==> src/tdfs_pkg.sv <==
`timescale 1ns / 1ps
// ----------------------------------------------------------------------------
// tdfs_pkg
// Shared types and constants for the timer divider factor search block.
// ----------------------------------------------------------------------------
package tdfs_pkg;

	localparam int DIVIDER_BITS_DEF = 16;
	// Working width of the divider: 2*clock + rate needs 34 bits
	localparam int WIDE_W = 34;
	localparam logic [31:0] CLOCK_RESET = 32'd72000000;

	localparam logic [1:0] ST_FOUND    = 2'd0;
	localparam logic [1:0] ST_INVALID  = 2'd1;
	localparam logic [1:0] ST_NOTFOUND = 2'd2;

	typedef enum logic [1:0] {
		DIV_TGT,
		DIV_SRCH,
		DIV_ACH
	} div_sel_t;

	typedef enum logic [3:0] {
		S_IDLE,
		S_CHECK,
		S_TGT_WAIT,
		S_RANGE,
		S_SRCH_START,
		S_SRCH_WAIT,
		S_ACH_START,
		S_ACH_WAIT,
		S_FINISH
	} state_t;

	typedef struct packed {
		logic       cap_in;
		logic       div_start;
		div_sel_t   div_sel;
		logic       cap_tgt;
		logic       init_d;
		logic       inc_d;
		logic       cap_q;
		logic       set_status;
		logic [1:0] status;
		logic       load_out;
	} ctrl_cmd_t;

	typedef struct packed {
		logic rate_zero;
		logic div_done;
		logic tgt_zero;
		logic range_empty;
		logic hit;
		logic d_last;
		logic out_free;
	} dp_stat_t;

endpackage

==> src/tdfs_div.sv <==
`timescale 1ns / 1ps
// ----------------------------------------------------------------------------
// tdfs_div
// Restoring unsigned divider, one quotient bit per cycle.
// ----------------------------------------------------------------------------
module tdfs_div #(
	parameter int W = tdfs_pkg::WIDE_W
) (
	input  logic         clk,
	input  logic         arst_n,
	input  logic         start,
	input  logic [W-1:0] dividend,
	input  logic [W-1:0] divisor,
	output logic         busy,
	output logic         done,
	output logic [W-1:0] quotient,
	output logic [W-1:0] remainder
);

	localparam int CNT_W = $clog2(W + 1);

	logic [W-1:0]     quo_q;
	logic [W-1:0]     rem_q;
	logic [W-1:0]     dvs_q;
	logic [CNT_W-1:0] cnt_q;
	logic             busy_q;
	logic             done_q;

	logic [W:0]   rem_sh;
	logic         ge;
	logic [W:0]   rem_diff;
	logic [W-1:0] rem_nx;

	always_comb begin
		rem_sh   = {rem_q, quo_q[W-1]};
		ge       = rem_sh >= {1'b0, dvs_q};
		rem_diff = rem_sh - {1'b0, dvs_q};
		rem_nx   = ge ? rem_diff[W-1:0] : rem_sh[W-1:0];
	end

	always_ff @(posedge clk or negedge arst_n) begin
		if (!arst_n) begin
			busy_q <= 1'b0;
			done_q <= 1'b0;
			cnt_q  <= '0;
		end else if (start) begin
			busy_q <= 1'b1;
			done_q <= 1'b0;
			cnt_q  <= CNT_W'(W);
		end else if (busy_q) begin
			cnt_q <= cnt_q - CNT_W'(1);
			if (cnt_q == CNT_W'(1)) begin
				busy_q <= 1'b0;
				done_q <= 1'b1;
			end
		end else begin
			done_q <= 1'b0;
		end
	end

	always_ff @(posedge clk) begin
		if (start) begin
			quo_q <= dividend;
			rem_q <= '0;
			dvs_q <= divisor;
		end else if (busy_q) begin
			quo_q <= {quo_q[W-2:0], ge};
			rem_q <= rem_nx;
		end
	end

	assign busy      = busy_q;
	assign done      = done_q;
	assign quotient  = quo_q;
	assign remainder = rem_q;

endmodule

==> src/tdfs_dp.sv <==
`timescale 1ns / 1ps
// ----------------------------------------------------------------------------
// tdfs_dp
// Datapath: clock register, ratio and divisor registers, shared divider,
// result register.
// ----------------------------------------------------------------------------
module tdfs_dp #(
	parameter int DIVIDER_BITS = tdfs_pkg::DIVIDER_BITS_DEF
) (
	input  logic                 clk,
	input  logic                 arst_n,
	input  logic                 cfg_wr_en,
	input  logic [31:0]          cfg_wr_data,
	input  logic [31:0]          wanted_rate_hz,
	input  tdfs_pkg::ctrl_cmd_t  cmd,
	output tdfs_pkg::dp_stat_t   stat,
	output logic                 out_valid,
	input  logic                 out_ready,
	output logic [1:0]           status,
	output logic [15:0]          prescaler,
	output logic [15:0]          reload,
	output logic [31:0]          achieved_rate_hz
);

	localparam int WW = tdfs_pkg::WIDE_W;
	localparam int DW = DIVIDER_BITS + 1;
	localparam logic [WW-1:0] QMAX = WW'(1) << DIVIDER_BITS;
	localparam logic [WW-1:0] DMAX = QMAX - WW'(1);

	logic [31:0]   clk_hz_q;
	logic [31:0]   rate_q;
	logic [31:0]   target_q;
	logic [DW-1:0] d_q;
	logic [32:0]   q_q;
	logic [1:0]    res_status_q;
	logic          out_valid_q;
	logic [1:0]    status_q;
	logic [15:0]   prescaler_q;
	logic [15:0]   reload_q;
	logic [31:0]   achieved_q;

	logic [WW-1:0] div_a;
	logic [WW-1:0] div_b;
	logic          div_busy;
	logic          div_done;
	logic [WW-1:0] div_quo;
	logic [WW-1:0] div_rem;

	logic [WW-1:0] tgt_w;
	logic [WW-1:0] dlo;
	logic [WW-1:0] dhi;
	logic [WW-1:0] d_w;
	logic [WW-1:0] psc_w;
	logic [WW-1:0] rld_w;
	logic          out_free;

	always_comb begin
		case (cmd.div_sel)
			tdfs_pkg::DIV_TGT: begin
				div_a = (WW'(clk_hz_q) << 1) + WW'(rate_q);
				div_b = WW'(rate_q) << 1;
			end
			tdfs_pkg::DIV_SRCH: begin
				div_a = WW'(target_q);
				div_b = WW'(d_q);
			end
			tdfs_pkg::DIV_ACH: begin
				div_a = WW'(clk_hz_q);
				div_b = WW'(target_q);
			end
			default: begin
				div_a = '0;
				div_b = '0;
			end
		endcase
	end

	tdfs_div #(.W(WW)) u_div (
		.clk       (clk),
		.arst_n    (arst_n),
		.start     (cmd.div_start),
		.dividend  (div_a),
		.divisor   (div_b),
		.busy      (div_busy),
		.done      (div_done),
		.quotient  (div_quo),
		.remainder (div_rem)
	);

	// First usable divisor is ceil(target / qmax); last is min(dmax, target)
	always_comb begin
		tgt_w = WW'(target_q);
		dlo   = (tgt_w + DMAX) >> DIVIDER_BITS;
		dhi   = (tgt_w < DMAX) ? tgt_w : DMAX;
		d_w   = WW'(d_q);
		psc_w = d_w - WW'(1);
		rld_w = WW'(q_q) - WW'(1);
	end

	assign out_free = !out_valid_q || out_ready;

	always_comb begin
		stat.rate_zero   = (rate_q == '0);
		stat.div_done    = div_done;
		stat.tgt_zero    = (target_q == '0);
		stat.range_empty = (dlo > dhi);
		stat.hit         = (div_rem == '0) && (div_quo <= QMAX);
		stat.d_last      = (d_w == dhi);
		stat.out_free    = out_free;
	end

	always_ff @(posedge clk or negedge arst_n) begin
		if (!arst_n) begin
			clk_hz_q    <= tdfs_pkg::CLOCK_RESET;
			out_valid_q <= 1'b0;
		end else begin
			if (cfg_wr_en) begin
				clk_hz_q <= cfg_wr_data;
			end
			if (cmd.load_out) begin
				out_valid_q <= 1'b1;
			end else if (out_ready) begin
				out_valid_q <= 1'b0;
			end
		end
	end

	always_ff @(posedge clk) begin
		if (cmd.cap_in) begin
			rate_q <= wanted_rate_hz;
		end
		if (cmd.cap_tgt) begin
			target_q <= div_quo[31:0];
		end
		if (cmd.init_d) begin
			d_q <= dlo[DW-1:0];
		end else if (cmd.inc_d) begin
			d_q <= d_q + DW'(1);
		end
		if (cmd.cap_q) begin
			q_q <= div_quo[32:0];
		end
		if (cmd.set_status) begin
			res_status_q <= cmd.status;
		end
		if (cmd.load_out) begin
			status_q <= res_status_q;
			if (res_status_q == tdfs_pkg::ST_FOUND) begin
				prescaler_q <= psc_w[15:0];
				reload_q    <= rld_w[15:0];
				achieved_q  <= div_quo[31:0];
			end else begin
				prescaler_q <= '0;
				reload_q    <= '0;
				achieved_q  <= '0;
			end
		end
	end

	assign out_valid        = out_valid_q;
	assign status           = status_q;
	assign prescaler        = prescaler_q;
	assign reload           = reload_q;
	assign achieved_rate_hz = achieved_q;

`ifndef SYNTHESIS
	a_start_idle: assert property (@(posedge clk) disable iff (!arst_n)
		cmd.div_start |-> !div_busy)
		else $error("divider started while busy");
	a_load_free: assert property (@(posedge clk) disable iff (!arst_n)
		cmd.load_out |-> out_free)
		else $error("result register overwritten");
	a_inc_range: assert property (@(posedge clk) disable iff (!arst_n)
		cmd.inc_d |-> !stat.d_last)
		else $error("divisor stepped past upper bound");
	a_fail_zero: assert property (@(posedge clk) disable iff (!arst_n)
		(out_valid_q && status_q != tdfs_pkg::ST_FOUND) |->
		(prescaler_q == '0 && reload_q == '0 && achieved_q == '0))
		else $error("failed result carries nonzero fields");
`endif

endmodule

==> src/tdfs_ctrl.sv <==
`timescale 1ns / 1ps
// ----------------------------------------------------------------------------
// tdfs_ctrl
// Sequencer: ratio division, divisor search loop, achieved-rate division.
// ----------------------------------------------------------------------------
module tdfs_ctrl (
	input  logic                 clk,
	input  logic                 arst_n,
	input  logic                 in_valid,
	output logic                 in_ready,
	input  tdfs_pkg::dp_stat_t   stat,
	output tdfs_pkg::ctrl_cmd_t  cmd
);

	tdfs_pkg::state_t state_q;
	tdfs_pkg::state_t state_nx;

	always_ff @(posedge clk or negedge arst_n) begin
		if (!arst_n) begin
			state_q <= tdfs_pkg::S_IDLE;
		end else begin
			state_q <= state_nx;
		end
	end

	always_comb begin
		state_nx = state_q;
		case (state_q)
			tdfs_pkg::S_IDLE: begin
				if (in_valid) state_nx = tdfs_pkg::S_CHECK;
			end
			tdfs_pkg::S_CHECK: begin
				state_nx = stat.rate_zero ? tdfs_pkg::S_FINISH : tdfs_pkg::S_TGT_WAIT;
			end
			tdfs_pkg::S_TGT_WAIT: begin
				if (stat.div_done) state_nx = tdfs_pkg::S_RANGE;
			end
			tdfs_pkg::S_RANGE: begin
				if (stat.tgt_zero || stat.range_empty) begin
					state_nx = tdfs_pkg::S_FINISH;
				end else begin
					state_nx = tdfs_pkg::S_SRCH_START;
				end
			end
			tdfs_pkg::S_SRCH_START: begin
				state_nx = tdfs_pkg::S_SRCH_WAIT;
			end
			tdfs_pkg::S_SRCH_WAIT: begin
				if (stat.div_done) begin
					if (stat.hit) begin
						state_nx = tdfs_pkg::S_ACH_START;
					end else if (stat.d_last) begin
						state_nx = tdfs_pkg::S_FINISH;
					end else begin
						state_nx = tdfs_pkg::S_SRCH_START;
					end
				end
			end
			tdfs_pkg::S_ACH_START: begin
				state_nx = tdfs_pkg::S_ACH_WAIT;
			end
			tdfs_pkg::S_ACH_WAIT: begin
				if (stat.div_done) state_nx = tdfs_pkg::S_FINISH;
			end
			tdfs_pkg::S_FINISH: begin
				if (stat.out_free) state_nx = tdfs_pkg::S_IDLE;
			end
			default: begin
				state_nx = tdfs_pkg::S_IDLE;
			end
		endcase
	end

	always_comb begin
		cmd          = '0;
		cmd.div_sel  = tdfs_pkg::DIV_TGT;
		cmd.status   = tdfs_pkg::ST_NOTFOUND;
		in_ready     = 1'b0;
		case (state_q)
			tdfs_pkg::S_IDLE: begin
				in_ready   = 1'b1;
				cmd.cap_in = in_valid;
			end
			tdfs_pkg::S_CHECK: begin
				if (stat.rate_zero) begin
					cmd.set_status = 1'b1;
					cmd.status     = tdfs_pkg::ST_INVALID;
				end else begin
					cmd.div_start = 1'b1;
				end
			end
			tdfs_pkg::S_TGT_WAIT: begin
				cmd.cap_tgt = stat.div_done;
			end
			tdfs_pkg::S_RANGE: begin
				if (stat.tgt_zero || stat.range_empty) begin
					cmd.set_status = 1'b1;
				end else begin
					cmd.init_d = 1'b1;
				end
			end
			tdfs_pkg::S_SRCH_START: begin
				cmd.div_sel   = tdfs_pkg::DIV_SRCH;
				cmd.div_start = 1'b1;
			end
			tdfs_pkg::S_SRCH_WAIT: begin
				cmd.div_sel = tdfs_pkg::DIV_SRCH;
				if (stat.div_done) begin
					if (stat.hit) begin
						cmd.cap_q = 1'b1;
					end else if (stat.d_last) begin
						cmd.set_status = 1'b1;
					end else begin
						cmd.inc_d = 1'b1;
					end
				end
			end
			tdfs_pkg::S_ACH_START: begin
				cmd.div_sel   = tdfs_pkg::DIV_ACH;
				cmd.div_start = 1'b1;
			end
			tdfs_pkg::S_ACH_WAIT: begin
				cmd.div_sel = tdfs_pkg::DIV_ACH;
				if (stat.div_done) begin
					cmd.set_status = 1'b1;
					cmd.status     = tdfs_pkg::ST_FOUND;
				end
			end
			tdfs_pkg::S_FINISH: begin
				cmd.div_sel  = tdfs_pkg::DIV_ACH;
				cmd.load_out = stat.out_free;
			end
			default: begin
				cmd = '0;
			end
		endcase
	end

endmodule

==> src/timer_divider_factor_search.sv <==
`timescale 1ns / 1ps
// Sequence: a zero rate finishes at once; a zero ratio or no divisor in range finishes after the ratio division;
//   else one divider pass per divisor tried, plus the achieved-rate pass on a match (N tried, N < 2^DIVIDER_BITS).
// Each divider pass: start, 34 quotient bits (one per cycle), done.
// Throughput: one request at a time; the next is taken once the result is registered,
//   and a result still stalled holds the next one back from the result register until it is taken.
// Reset (arst_n low, asynchronous): idle, no result pending, clock register = 72 MHz.
// ----------------------------------------------------------------------------
// timer_divider_factor_search
// Finds timer prescaler and reload values for a wanted trigger rate.
// ----------------------------------------------------------------------------
module timer_divider_factor_search #(
	parameter int DIVIDER_BITS = tdfs_pkg::DIVIDER_BITS_DEF
) (
	input  logic        clk,
	input  logic        arst_n,
	input  logic        cfg_wr_en,
	input  logic [31:0] cfg_wr_data,
	input  logic        in_valid,
	output logic        in_ready,
	input  logic [31:0] wanted_rate_hz,
	output logic        out_valid,
	input  logic        out_ready,
	output logic [1:0]  status,
	output logic [15:0] prescaler,
	output logic [15:0] reload,
	output logic [31:0] achieved_rate_hz
);

	tdfs_pkg::ctrl_cmd_t cmd;
	tdfs_pkg::dp_stat_t  stat;

	tdfs_ctrl u_ctrl (
		.clk      (clk),
		.arst_n   (arst_n),
		.in_valid (in_valid),
		.in_ready (in_ready),
		.stat     (stat),
		.cmd      (cmd)
	);

	tdfs_dp #(.DIVIDER_BITS(DIVIDER_BITS)) u_dp (
		.clk              (clk),
		.arst_n           (arst_n),
		.cfg_wr_en        (cfg_wr_en),
		.cfg_wr_data      (cfg_wr_data),
		.wanted_rate_hz   (wanted_rate_hz),
		.cmd              (cmd),
		.stat             (stat),
		.out_valid        (out_valid),
		.out_ready        (out_ready),
		.status           (status),
		.prescaler        (prescaler),
		.reload           (reload),
		.achieved_rate_hz (achieved_rate_hz)
	);

endmodule

==> config.mk <==
export PLATFORM = sky130hd
export DESIGN_NAME = timer_divider_factor_search
export DESIGN_NICKNAME = d
export VERILOG_FILES = /design/src/tdfs_pkg.sv /design/src/tdfs_div.sv /design/src/tdfs_dp.sv /design/src/tdfs_ctrl.sv /design/src/timer_divider_factor_search.sv
export SDC_FILE = /design/constraint.sdc
export NUM_CORES = 1
export LEC_CHECK = 0
export BUFFER_PORTS_ARGS = -buffer_cell sky130_fd_sc_hd__buf_2
export CAP_MARGIN = 25
export CELL_PAD_IN_SITES_DETAIL_PLACEMENT = 1
export CELL_PAD_IN_SITES_GLOBAL_PLACEMENT = 2
export CORE_ASPECT_RATIO = 1.4
export CORE_MARGIN = 5
export CORE_UTILIZATION = 36
export DETAILED_ROUTE_END_ITERATION = 8
export PLACE_DENSITY_LB_ADDON = 0.2
export RECOVER_POWER = 100
export SYNTH_ARGS = -nofsm -noshare
export SYNTH_HDL_FRONTEND = slang
export SYNTH_HIERARCHICAL = 1
export SYNTH_SLANG_ARGS = --single-unit
==> constraint.sdc <==
create_clock -name clk -period 4.4 [get_ports clk]
set_clock_uncertainty 0.1 [all_clocks]
set_input_delay 0.88 -clock clk [delete_from_list [all_inputs] [get_ports clk]]
set_output_delay 0.88 -clock clk [all_outputs]
set_load 0.02 [all_outputs]
======== After elaboration in Yosys (flattened, before gate mapping) ========
Cells that the tools add are included.
cells by class
  $add $sub $neg .......................... 7
  $lt $le $gt $ge ......................... 4
  equal/unequal tests ..................... 18
  multiplexer cells ....................... 49
  reductions and logical operators ........ 18
operator list
  kind                    number
  $mux 34                 3
  $pmux 34 s3             1
  $pmux 33 s3             1
  $logic_not 32->1        2
  $mux 4                  9
  $pmux 4 s9              1
  $ge 35x34->1            1
  $add 33x32->34          1
  $gt 18x34->1            1
  $le 34x17->1 const B    1
  $logic_not 34->1        1
  $mux 17                 2
  $sub 34x34->34          1
  $add 32x16->33 const B  1
  $eq 17x32->1            1
  $lt 32x16->1 const B    1
  $mux 32                 1
  $sub 16x1->16 const B   2
  $mux 1                  21
  $add 17x1->17 const B   1
  $eq 4x3->1 const B      4
  $mux 6                  2
  $mux 3                  3
  $eq 4x2->1 const B      2
  24 further kinds        32
word-level totals
  register bits ........................... 312
  input port bits ......................... 69

======== Longest topological paths before layout ========
  depth after elaboration ................. 9
  depth in mapped cells ................... 22
  gate-level depth less buffers ........... 18

======== Hierarchy ========
The synthesis kept the hierarchy.
by module, submodules not included
  module     instances  cells an instance  area each (sq um)  seq. area each (sq um)
  tdfs_dp    1          1,108              11,603.6           5,789.3
  tdfs_div   1          647                6,397.4            2,922.8
  tdfs_ctrl  1          56                 460.4              100.1

======== Worst setup path before layout ========
OpenSTA, ideal clock, no wires.
  kind .................................... reg-to-reg
  from .................................... register u_dp.target_q[7]
  to ...................................... register u_dp.d_q[0], enable pin
  library setup time ...................... 337 ps
  data arrival time ....................... 4,094 ps
  path slack .............................. -131 ps
  stages on the path, launching flop included .. 20
  buffers on the path ..................... 3
  period minus slack after synthesis ...... 4,531 ps
  cell sequence ........................... edfxtp_1 > clkbuf_1 > nor4_1 > nand4_1 > and4_1 > clkbuf_1 > xor2_1 > ha_1 > a21o_1 > a21o_1 > a221oi_1 > o21ai_0 > a221o_1 > a21o_1 > a21o_1 > a21oi_1 > a21oi_1 > nor3_1 > clkbuf_1 > or2_2
RTL lines
  what                    RTL line        source
  start, declared         tdfs_dp.sv:32   logic [31:0] target_q;
  start signal, assigned  tdfs_dp.sv:133  target_q <= div_quo[31:0];
  end signal, assigned    tdfs_dp.sv:136  d_q <= dlo[DW-1:0];
  end signal, assigned    tdfs_dp.sv:138  d_q <= d_q + DW'(1);
  end, declared           tdfs_dp.sv:33   logic [DW-1:0] d_q;

==> implementation parameters <==
Parameter                              Value

Job
  Max-cap violations ... 6

GRT
  Grt met3 use ... 2.32%
  Top Usage Layer GRT ... met2
  Pin count of the biggest net entering global routing ... 68
  Global routing met2 resource utilization ... 42.4%
  Via count of the first global-routing pass ... 15912
  Total grt overflow ... 0
  Wire length of the first global-routing pass ... 96900 um
  Number of antenna violations at the first check in global routing ... 0
  M1 GR Usage ... 25.2%
  Total routing usage reported by global routing ... 22.1%

Drt
  First-pass DRT Iterations ... 5
  Initial DRC Count ... 836
  Routed via count ... 14823
  Ratio of routed vias to standard cells ... 5.59
  Wirelength per Cell ... 24.0 um
  ANT nets after route ... 0
  Routed Wire Length ... 63600 um
  Post-detailed-route DRC marker count ... 0

Run status
  Violations in the final reports ... capacitance limit, slew limit
  Run status ... finished, violations left

CTS
  Latest clock arrival within the worst-skew pair ... 0.55 ns
  CTS clk-pin slew, worst paths ... 0.06 ns
  Clk sink count ... 312
  Clock Path Buffers ... 3
  Root buffer selected by CTS ... sky130_fd_sc_hd__clkbuf_16
  TritonCTS clock tree ... built
  Inserted Clock Buffers ... 35
  CTS H-tree lvls ... 2

Yosys
  Post-synth cell types ... 81
  Post-synth EDFFs ... 233
  Share of flip-flops with an asynchronous set or reset ... 14.4%
  Net count after synthesis ... 1969
  Area of the mapped netlist ... 0.0185 sq mm
  Most frequent cell after synthesis ... sky130_fd_sc_hd__edfxtp_1
  Number of storage elements in the synthesis netlist ... 312
  Mean cell area of the mapped netlist ... 10.2 sq um
  Synth Warn # ... 6
  Post-synthesis sequential area ratio ... 47.7%
  Synthesized instance count ... 1811
  Top cells by count, synth ... sky130_fd_sc_hd__edfxtp_1, sky130_fd_sc_hd__nand2_1, sky130_fd_sc_hd__nor2_1, sky130_fd_sc_hd__a21oi_1, sky130_fd_sc_hd__o21ai_0
  Top cells by area, synth ... sky130_fd_sc_hd__edfxtp_1, sky130_fd_sc_hd__ha_1, sky130_fd_sc_hd__dfrtp_1, sky130_fd_sc_hd__mux2_2, sky130_fd_sc_hd__dfxtp_1
  Most instantiated flip-flop cell in the synthesis netlist ... sky130_fd_sc_hd__edfxtp_1
  Largest area contributor in the netlist ... sky130_fd_sc_hd__edfxtp_1
  Top-area cell type share of the netlist area ... 37.9%

Floorplanning
  Number of placement rows ... 98
  Full die area ... 0.0560 sq mm
  Starting density of the core ... 36.3%
  Area of the core ... 0.0509 sq mm
  Width of the die ... 201 um
  Die Span Y ... 278 um
  I/O pin count ... 137

Cells and area
  Share of layout cells above drive strength 1 ... 16.7%
  Number of inserted diodes ... 0
  Synth-to-Final Area Change ... 16.1%
  Number of nets in the final layout ... 2132

STA
  Max-slew headroom ... -41.1%
  Period utilization ... 98.2%
  Final worst hold slack ... 0.314 ns
  Pin slew with the least headroom to its limit ... 2.12 ns
  Max Slew Vio Count ... 232
  Final critical delay including setup and external delays ... 4.32 ns
  Number of endpoints failing setup at the final stage ... 0
  Total Negative Setup Slacks ... 0 ns
  F_max ... 0.231 GHz
  Unrepaired setup endpoints after global routing ... true
  Total count of hold-check failures in the final report ... 0

Setup path
  Critical Path Fanout Max ... 5
  Required time worst endpoint ... 4.60 ns
  Critical Setup Path Class ... flip-flop to flip-flop
  Capturing element type of the critical path ... flip-flop
  Sort of element at the start of the critical path ... flip-flop
  Signal arrival time at the worst endpoint ... 4.52 ns

Place
  Gpl congestion ... 0.939
  PortBufs ... 136
  Estimated wirelength of the detail-placed design ... 49500 um

Power
  Final Total Pwr ... 14400 uW
  Power density over the cells ... 670 mW/mm^2
  Worst IR Drop VDD ... 0.000315 V
  Static leakage ... 0.00823 uW

Min path
  Min-Delay Path Class ... input port to asynchronous set/reset pin
## state kept, by name (all words and copies together), names as in the netlist, 6 cells and up
register               cells
u_dp/u_div/cnt_q           6
u_dp/target_q             32
u_dp/prescaler            16
u_dp/achieved_rate_hz     32
u_dp/rate_q               32
u_dp/reload               16
u_dp/q_q                  16
u_dp/u_div/dvs_q          34
u_dp/u_div/remainder      34
u_dp/clk_hz_q             32
u_dp/d_q                  17
u_dp/u_div/quotient       34
## worst max-delay path, cell delays in order (launching register included)
cell and delay (ns):
sky130_fd_sc_hd__edfxtp_1 0.41, sky130_fd_sc_hd__nor4_2 0.34, sky130_fd_sc_hd__nand4_1 0.25, sky130_fd_sc_hd__and4_4 0.26, sky130_fd_sc_hd__buf_6 0.13, sky130_fd_sc_hd__and3_4 0.19
sky130_fd_sc_hd__and3_4 0.19, sky130_fd_sc_hd__nand3_2 0.08, sky130_fd_sc_hd__xnor2_2 0.13, sky130_fd_sc_hd__ha_1 0.28, sky130_fd_sc_hd__and4_1 0.22, sky130_fd_sc_hd__a221o_1 0.34
sky130_fd_sc_hd__a21o_1 0.16, sky130_fd_sc_hd__a21o_1 0.16, sky130_fd_sc_hd__a21oi_2 0.13, sky130_fd_sc_hd__a21oi_2 0.06, sky130_fd_sc_hd__nor3_2 0.17, sky130_fd_sc_hd__buf_4 0.18
sky130_fd_sc_hd__mux2_4 0.30
## what timing repair did
action	CTS	global route
pin swaps	5	23
resized for setup	6	29
setup endpoints to repair	37	37
gates cloned	1	0
hold buffers	0	0
buffers inserted	1	5
## metrics by stage
stage | utilization, % | area, sq um | setup WS [ns] | instances
after detailed placement | 39.8 | 20200 | -0.286 | 2580
after floorplan | - | 18500 | 0.0121 | 1811
after CTS | 42.2 | 21500 | 0.00396 | 2645
final | 42.1 | 21400 | 0.0791 | 2650
after global placement | 39.7 | 20200 | -0.223 | 2579
after global routing | 42.1 | 21400 | -0.0776 | 2650
## final cells by class
type | count | area [sq um]
fill | 5682 | 29400
timing repair buffer | 229 | 1270
clock buffer | 44 | 931
sequential | 312 | 8810
inverter | 60 | 225
tap | 650 | 813
clock inverter | 19 | 249
multi-input combinational | 1336 | 9140
## cells by family (layout without fill, tap and decap cells)
group	after synthesis	in the layout	synth area share [%]
compound gates	405	405	14.1
xor+xnor	117	117	5.55
simple gates	610	611	16.2
mux	112	112	6.55
buf+inv	164	352	3.71
flops	312	312	47.7
other cells	2	2	0.0407
fa+ha+maj	89	89	6.11
## path summary, 6_finish.rpt
path	startpoint	end	slack, ns	cells past startpoint
setup reg to reg	u_dp/target_q[9]$_DFFE_PP_	u_dp/d_q[1]$_DFFE_PP_	0.08	18
hold reg to reg	u_dp/res_status_q[1]$_DFFE_PP_	u_dp/status[1]$_DFFE_PP_	0.41	0
hold / removal	arst_n	u_dp/clk_hz_q[18]$_DFFE_PN0P_	0.31	1
setup / recovery	u_dp/target_q[9]$_DFFE_PP_	u_dp/d_q[1]$_DFFE_PP_	0.08	18
min in group clk	wanted_rate_hz[18]	u_dp/rate_q[18]$_DFFE_PP_	0.40	1
max in group asynchronous	arst_n	u_dp/u_div/cnt_q[4]$_DFFE_PN0P_	1.39	2
## power by group
part	internal [uW]	switching, uW
Sequential	4080	819
Clock	1810	1240
Combinational	2480	3930
## cells in the final DEF (no fill, tap or decap), types with 6 or more instances in the layout
cell / count
sky130_fd_sc_hd__clkbuf_16: 36
sky130_fd_sc_hd__nor4_2: 10
sky130_fd_sc_hd__dfxtp_1: 34
sky130_fd_sc_hd__dfrtp_1: 38
sky130_fd_sc_hd__nor3_1: 26
sky130_fd_sc_hd__buf_2: 66
sky130_fd_sc_hd__nor4_1: 46
sky130_fd_sc_hd__and3_1: 8
sky130_fd_sc_hd__xnor2_1: 60
sky130_fd_sc_hd__or3_1: 13
sky130_fd_sc_hd__mux2i_1: 42
sky130_fd_sc_hd__a31oi_1: 7
sky130_fd_sc_hd__clkbuf_1: 86
sky130_fd_sc_hd__edfxtp_1: 233
sky130_fd_sc_hd__and2_1: 12
sky130_fd_sc_hd__clkbuf_2: 6
sky130_fd_sc_hd__a32oi_1: 7
sky130_fd_sc_hd__nor2_1: 157
sky130_fd_sc_hd__o21ai_0: 102
sky130_fd_sc_hd__nand3_1: 42
sky130_fd_sc_hd__a211oi_1: 11
sky130_fd_sc_hd__and2_0: 27
sky130_fd_sc_hd__a311oi_1: 21
sky130_fd_sc_hd__o21bai_1: 12
sky130_fd_sc_hd__a21o_1: 40
sky130_fd_sc_hd__dfstp_2: 7
sky130_fd_sc_hd__nand2b_1: 17
sky130_fd_sc_hd__xor2_1: 50
sky130_fd_sc_hd__nand2_1: 171
sky130_fd_sc_hd__nor2b_1: 9
sky130_fd_sc_hd__inv_1: 58
sky130_fd_sc_hd__nand4_1: 27
sky130_fd_sc_hd__o31ai_1: 8
sky130_fd_sc_hd__mux2_2: 68
sky130_fd_sc_hd__a21oi_1: 109
sky130_fd_sc_hd__o21ai_1: 14
sky130_fd_sc_hd__ha_1: 87
sky130_fd_sc_hd__buf_4: 75
sky130_fd_sc_hd__o21a_1: 6
sky130_fd_sc_hd__or2_2: 6
## per-layer routing
layer / share of wire [%] / wire length [um]
met2: 53 / 33900
met1: 40 / 25200
met5: 0 / 0
met3: 3.0 / 1890
met4: 4.1 / 2640
(Power assumes the default switching activity.)
